**config.mk**
```make
export PLATFORM = sky130hd
export DESIGN_NAME = lnaf_div
export DESIGN_NICKNAME = d
export VERILOG_FILES = /design/src/rtl/core/lnaf_div.sv
export SDC_FILE = /design/constraint.sdc
export NUM_CORES = 1
export LEC_CHECK = 0
export BUFFER_PORTS_ARGS = -buffer_cell sky130_fd_sc_hd__buf_2
export CAP_MARGIN = 20
export CORE_MARGIN = 10
export CORE_UTILIZATION = 40
export DETAILED_ROUTE_END_ITERATION = 6
export GPL_ROUTABILITY_DRIVEN = 0
export HOLD_SLACK_MARGIN = 0.05
export SLEW_MARGIN = 5
export SYNTH_ARGS = -nofsm -noshare
export SYNTH_HDL_FRONTEND = slang
export SYNTH_SLANG_ARGS = --single-unit
```
**constraint.sdc**
```tcl
create_clock -name clk -period 6.9 [get_ports clk]
set_input_delay 1.035 -clock clk [delete_from_list [all_inputs] [get_ports clk]]
set_output_delay 1.035 -clock clk [all_outputs]
set_load 0.005 [all_outputs]
```
**src/rtl/core/lnaf_div.sv**
```systemverilog
// ----------------------------------------------------------------------------
// lnaf_div
// Radix-2 restoring divider, one quotient bit per cycle, NUM_W quotient bits.
// ----------------------------------------------------------------------------
module lnaf_div #(
  parameter int NUM_W = 60,
  parameter int DEN_W = 40
) (
  input  logic             clk,
  input  logic             rst_n,
  input  logic             start,
  input  logic [NUM_W-1:0] num,
  input  logic [DEN_W-1:0] den,
  output logic             done,
  output logic [NUM_W-1:0] quot
);
  localparam int CNT_W = $clog2(NUM_W + 1);

  logic             busy_r;
  logic             done_r;
  logic [CNT_W-1:0] cnt_r;
  logic [NUM_W-1:0] num_r;
  logic [NUM_W-1:0] quo_r;
  logic [DEN_W-1:0] den_r;
  logic [DEN_W-1:0] rem_r;
  logic [DEN_W:0]   sh;
  logic [DEN_W:0]   diff;
  logic             ge;

  assign sh   = {rem_r, num_r[NUM_W-1]};
  assign ge   = sh >= {1'b0, den_r};
  assign diff = sh - {1'b0, den_r};

  always_ff @(posedge clk) begin
    if (!rst_n) begin
      busy_r <= 1'b0;
      done_r <= 1'b0;
      cnt_r  <= '0;
    end else begin
      done_r <= 1'b0;
      if (start) begin
        busy_r <= 1'b1;
        cnt_r  <= '0;
        num_r  <= num;
        den_r  <= den;
        rem_r  <= '0;
        quo_r  <= '0;
      end else if (busy_r) begin
        rem_r <= ge ? diff[DEN_W-1:0] : sh[DEN_W-1:0];
        num_r <= {num_r[NUM_W-2:0], 1'b0};
        quo_r <= {quo_r[NUM_W-2:0], ge};
        cnt_r <= cnt_r + CNT_W'(1);
        if (cnt_r == CNT_W'(NUM_W - 1)) begin
          busy_r <= 1'b0;
          done_r <= 1'b1;
        end
      end
    end
  end

  assign done = done_r;
  assign quot = quo_r;
endmodule

```
==> metrics.cfg, run 1 <==
[worst_setup_path]
r2r_setup_slack_ns=3.37
r2r_end=rem_r[39]
crit_chain=ha_1, a21oi_1, o21ai_0, nor3_1, a21oi_2, o21ba_2, o211ai_1, and3_1, buf_4, o41ai_1, nor2b_1
max_stage_delay_ns=0.61
crit_buf_inv=1
arrival_ns=3.78
end_kind=register
crit_family=compound AO/OA/AOI/OAI gates
rr_worst_depth=11
start_kind=register
timing.rr.start=rem_r[11]
crit_type=reg -> reg
path_max_fanout=22
critPathRequiredTime_ns=7.15
cp_slowest_cell=and3_1

[clock_network]
cts_buffers=25
cts_tree=built
cts_root_buffer=clkbuf_16
h-tree-depth=1
path_clk_slew_ns=0.06
cts_hold_buf=0
cts_resized=0
clock-sinks=208
clk_latency_ns=0.53
clockBufferDepth=3
cts_setup_buffers=0

[cells_and_area]
fin_nets=1180
layout-drive-gt1-share_pct=26.76
postLayoutCellArea_um2=12700
areaGrowthSynthToFinish_pct=19.94

[yosys]
ys_seq_elements=208
synth-seq-area-share_pct=58.24
yosys_warnings=0
postSynthCellCount=875
synthTopCellsByArea=edfxtp_1 (57%), mux2_2 (6.3%), ha_1 (4.8%)
avgSynthCellArea_um2=12.10
synthFlopType=edfxtp_1
synth_edf_count=200
synth_nets=1020
async_reset_ff_share_pct=0
syn_area_um2=10590
post_synth_num_cell_types=75
synth_area_leader_cell=edfxtp_1
synth_common_cells=edfxtp_1 (200), nand2_1 (81), a21oi_1 (73)
synth_top_area_share_pct=56.72
synth_most_common_cell=edfxtp_1

[worst_hold_path]
min_path_type=reg -> reg
hold_end=cnt_r[5]
min_from=cnt_r[5]
whs_path_depth=2

[grt]
track_usage_pct=13.98
antenna_found_initial=16
grt_pass1_wl_um=38830
grt_pass1_vias=7381
grt_max_degree=79
grt_overflow=0

[timing]
hold_viol=0
min_period_ns=3.527
fin_skew_ns=0.009029
worstMarginPinSlew_ns=0.8411
fmax_ghz=0.2835
timing.final.crit_share_pct=51.11
setup_viol=0
drv_slew=0
max-slew-margin-rel_pct=43.93
rsz0062_at_grt=no
finalSetupTns_ns=0

[die]
start_util_pct=40.63
io_pins=164
die-area_um2=33380
core_area_um2=26060
fp.dieH_um=182.7
fp.dieW_um=182.7
fp-row-count=59

[pwr]
p_leak_nw=5.065
pwr_density_cell_nw_per_um2=285.0
total_power_w=0.003619
peakVddDrop_mv=0.1797

[drt]
drc_errors=0
vias_per_cell=5.102
detail-route-antenna-nets=0
drt_iter0_markers=407
dr.pass1.iters=5
wl_um=23960
vias=7133
avgRoutedWirePerCell_um=17.14

[placement]
portBuffers=163
dp_hpwl_um=16480
place_area_um2=11730

[job]
maxCapViolCount=0

[outcome]
outcome=completed

## area by class of cell
class                   count  area (um2)
clock inverters            18       277.8
flip-flops and latches    208        6166
inverters                  54       202.7
clock buffers              28       636.9
fillers                  2402       13360
repair buffers            171       918.4
diodes                      9       22.52
multi-input cells         575        4055
well taps                 335       419.2
## tightest hold or removal path, stage by stage (launching register included)
cell     delay (ns)
dfxtp_1        0.32
o21ai_0        0.07
a21oi_1        0.06
## cells in the final DEF, fill, tap and decap left out, types with 5 or more instances in the layout
cell type	n
a211oi_1	11
a21o_1	16
a21oi_1	73
and3_1	13
buf_2	162
buf_4	7
bufinv_16	7
clkbuf_16	25
clkinv_1	7
dfxtp_1	8
diode_2	9
edfxtp_1	200
ha_1	41
inv_1	54
mux2_2	59
nand2_1	81
nand2b_1	10
nand3_1	14
nand4_1	8
nor2_1	31
nor2b_1	65
nor3_1	10
o211ai_1	5
o21ai_0	21
o21bai_1	5
xnor2_1	17
xor2_1	11
## power by group
group / leakage, nW / internal (W) / total, W / switching (W)
clock: 0.445 / 0.000929 / 0.00146 / 0.000533
sequential: 1.99 / 0.00150 / 0.00154 / 0.0000366
combinational: 2.63 / 0.000265 / 0.000620 / 0.000356
## kinds of logic (layout without fill, tap and decap cells)
family / count (synthesis) / count (layout) / share of synthesized area (%)
XOR/XNOR: 28 / 28 / 2.316
other: 0 / 9 / 0
multiplexers: 61 / 61 / 6.464
adder cells (fa/ha/maj): 42 / 42 / 5.034
flip-flops: 208 / 208 / 58.24
AND/OR/NAND/NOR: 262 / 262 / 13.25
buffers and inverters: 92 / 271 / 3.545
AO/OA/AOI/OAI: 182 / 182 / 11.16
## worst max path at each step
stage	from	end	slack [ns]	cells past startpoint
5_1_grt	rem_r[11]	rem_r[39]	2.98	11
6_report	rem_r[11]	rem_r[39]	3.37	11
4_1_cts	rem_r[11]	rem_r[39]	3.32	11
3_3_place_gp	rem_r[11]	rem_r[39]	3.42	11
2_1_floorplan	start	busy_r	1.42	3
3_5_place_dp	rem_r[11]	rem_r[39]	3.34	11
## sequential cells by signal (all words and copies together), names as in the netlist
signal / cells
rem_r: 40
busy_r: 1
cnt_r: 6
done: 1
quot: 60
num_r: 60
den_r: 40
## metal layers
| metal | global-route usage, % | routed length [um] | vias up |
|---|---|---|---|
| met5 | 0 | 59 | - |
| met1 | 17.75 | 10640 | 3337 |
| met4 | 3.417 | 503 | 12 |
| li1 | - | - | 3559 |
| met2 | 21.97 | 10850 | 176 |
| met3 | 5.321 | 1915 | 49 |
## metrics by stage
step | instances | utilization, % | worst slack (ns) | hold WS [ns]
after floorplan | 875 | - | 1.417 | 0.4503
after global routing | 1393 | 48.68 | 2.980 | 0.5139
after CTS | 1388 | 48.54 | 3.317 | 0.4892
after detailed placement | 1342 | 45.03 | 3.340 | 0.4798
after global placement | 1341 | 44.92 | 3.424 | 0.4758
final | 1398 | 48.73 | 3.373 | 0.4897
Power figures use the tool's default switching activity.
==> run 2: changes to the inputs <==
- ABC_AREA: default -> 1
- clock period: 6.9 -> 3.4 ns (I/O delays scaled with it)
==> metrics.cfg, run 2 <==
[timing]
setup_viol=0  ; unchanged
hold_viol=0  ; unchanged
timing.final.crit_share_pct=81.64  ; +31 points
drv_slew=0  ; unchanged
worstMarginPinSlew_ns=1.004  ; +0.1627 ns
fin_skew_ns=0.01386  ; +0.004828 ns
min_period_ns=2.776  ; -0.7509 ns
max-slew-margin-rel_pct=33.08  ; -11 points
fmax_ghz=0.3603  ; +27%
finalSetupTns_ns=0  ; unchanged
rsz0062_at_grt=no

[die]
fp.dieH_um=190.1  ; +4.0%
die-area_um2=36130  ; +8.3%
fp.dieW_um=190.1  ; +4.0%
fp-row-count=62  ; +5.1%
io_pins=164  ; unchanged
core_area_um2=28630  ; +9.8%
start_util_pct=40.43  ; -0.20 points

[grt]
grt_max_degree=99  ; +25%
track_usage_pct=15.70  ; +1.7 points
grt_pass1_vias=9132  ; +24%
grt_pass1_wl_um=46500  ; +20%
antenna_found_initial=13  ; -3
grt_overflow=0  ; unchanged

[clock_network]
clock-sinks=208  ; unchanged
h-tree-depth=1  ; unchanged
clockBufferDepth=3  ; unchanged
clk_latency_ns=0.54  ; about the same
cts_tree=built
cts_hold_buf=0  ; unchanged
cts_resized=0  ; unchanged
cts_buffers=25  ; unchanged
cts_setup_buffers=0  ; unchanged
path_clk_slew_ns=0.06  ; about the same
cts_root_buffer=clkbuf_16

[yosys]
ys_seq_elements=208  ; unchanged
synthTopCellsByArea=edfxtp_1 (52%), nand2_1 (17%), inv_1 (8.6%)
syn_area_um2=11570  ; +9.3%
synth_most_common_cell=nand2_1
postSynthCellCount=1436  ; +64%
yosys_warnings=0  ; unchanged
synth_edf_count=200  ; unchanged
async_reset_ff_share_pct=0  ; unchanged
synth-seq-area-share_pct=53.28  ; -5.0 points
synth_common_cells=nand2_1 (528), inv_1 (264), edfxtp_1 (200)
post_synth_num_cell_types=36  ; -52%
avgSynthCellArea_um2=8.059  ; -33%
synth_area_leader_cell=edfxtp_1
synth_top_area_share_pct=51.90  ; -4.8 points
synthFlopType=edfxtp_1
synth_nets=1581  ; +55%

[worst_setup_path]
crit_family=simple AND/OR/NAND/NOR gates
crit_top_cell=nor2_1
critPathRequiredTime_ns=3.68  ; -3.47 ns
path_max_fanout=29  ; +32%
crit_chain=ha_1, nand2_1, nor2_2, nand3_1, nor2_1, nand3_1, nand2_1, nor2_2, nand2_4, inv_2, nor2_1, nor2_1
max_stage_delay_ns=0.40  ; -0.21 ns
crit_type=reg -> reg
arrival_ns=3.06  ; -0.72 ns
cp_slowest_cell=edfxtp_1
crit_buf_inv=1  ; unchanged
start_kind=register
end_kind=register

[drt]
wl_um=28700  ; +20%
vias_per_cell=4.554  ; -11%
vias=9140  ; +28%
detail-route-antenna-nets=0  ; unchanged
drc_errors=0  ; unchanged
drt_iter0_markers=511  ; +26%
avgRoutedWirePerCell_um=14.30  ; -17%
dr.pass1.iters=5  ; unchanged

[placement]
portBuffers=163  ; unchanged
place_area_um2=12800  ; +9.1%
dp_hpwl_um=20950  ; +27%

[cells_and_area]
final_cell_mix=nand2_1 (527), inv_1 (263), edfxtp_1 (200), nor2_1 (198), buf_2 (162)
areaGrowthSynthToFinish_pct=17.74
layout-drive-gt1-share_pct=13.91  ; -13 points
postLayoutCellArea_um2=13630  ; +7.3%
fin_nets=1745  ; +48%
final_common_cell=nand2_1

[job]
maxCapViolCount=0  ; unchanged

[pwr]
pwr_density_cell_nw_per_um2=565.7  ; +99%
peakVddDrop_mv=0.3472  ; +93%
p_leak_nw=6.872  ; +36%
power_switching_w=0.002357  ; +150%
seqPwrFrac_pct=42.0  ; -0.5 points
clkPwrFrac_pct=34.8  ; -5.6 points
swShare_pct=30.58  ; +5.0 points
combPwrFrac_pct=23.2  ; +6.1 points
p_int_w=0.005351  ; +99%

[worst_hold_path]
min_path_type=in -> reg

[outcome]
outcome=completed

## run 2: final cells by class
class                           instances  area (um2)
Clock inverter                         13       155.1
Inverter                              266       998.5
Sequential cell                       208        6166
Multi-Input combinational cell        931        4258
Fill cell                            2856       15000
Antenna cell                            5       12.51
Timing Repair Buffer                  168       893.4
Clock buffer                           32       661.9
Tap cell                              384       480.5
## run 2: worst reg2reg max path: stages (launching register included)
cell	delay, ns
edfxtp_1	0.40
ha_1	0.37
nand2_1	0.12
nor2_2	0.28
nand3_1	0.11
nor2_1	0.17
nand3_1	0.09
nand2_1	0.09
nor2_2	0.06
nand2_4	0.29
inv_2	0.31
nor2_1	0.18
nor2_1	0.07
## run 2: stage by stage
| stage | worst slack (ns) | std cells | util, % | total power [W] | hold slack [ns] |
|---|---|---|---|---|---|
| after floorplan | 0.7503 | 1436 | - | 0.004581 | 0.4538 |
| after global placement | 0.6121 | 1957 | 44.70 | 0.005054 | 0.4700 |
| after detailed placement | 0.5862 | 1957 | 44.70 | 0.005075 | 0.4871 |
| after CTS | 0.5706 | 2002 | 47.56 | 0.007804 | 0.1142 |
| after global routing | 0.3593 | 2004 | 47.57 | 0.008194 | 0.1177 |
| final | 0.6242 | 2007 | 47.60 | 0.007707 | 0.1417 |
## run 2: kinds of logic (layout without fill, tap and decap cells)
kind of cell               after synthesis  in the layout  share of synthesized area, %
and+or+nand+nor                        795            795                         27.07
buffers and inverters                  297            479                         10.07
DFF                                    208            208                         53.28
AOI/OAI and AO/OA                       72             72                         3.308
adders and majority gates               42             42                         4.606
xor gates and xnor gates                22             22                         1.665
other                                    0              5                             0
## run 2: path summary, 6_finish.rpt
kind | depth (start not counted) | end | slack, ns | startpoint
worst min register to register | 1 | cnt_r[0] | 0.49 | cnt_r[0]
worst max register to register | 12 | rem_r[4] | 0.62 | rem_r[14]
worst min-delay path | 1 | den_r[20] | 0.14 | den[20]
worst max-delay path | 12 | rem_r[4] | 0.62 | rem_r[14]
## run 2: routing by layer
layer / share of wire [%] / vias up / GRT usage (%)
li1: - / 4761 / -
met1: 45 / 4049 / 20.35
met2: 44 / 253 / 24.49
met3: 8.5 / 59 / 5.309
met4: 2.6 / 18 / 4.335
met5: 0.40 / - / 0
## run 2: power by group through the flow
stage | logic, W | clock network [W] | registers, W
6_report | 0.00179 | 0.00268 | 0.00323
5_1_grt | 0.00207 | 0.00286 | 0.00327
4_1_cts | 0.00180 | 0.00276 | 0.00324
3_5_place_dp | 0.00179 | 0 | 0.00328
3_3_place_gp | 0.00178 | 0 | 0.00328
2_1_floorplan | 0.00131 | 0 | 0.00327
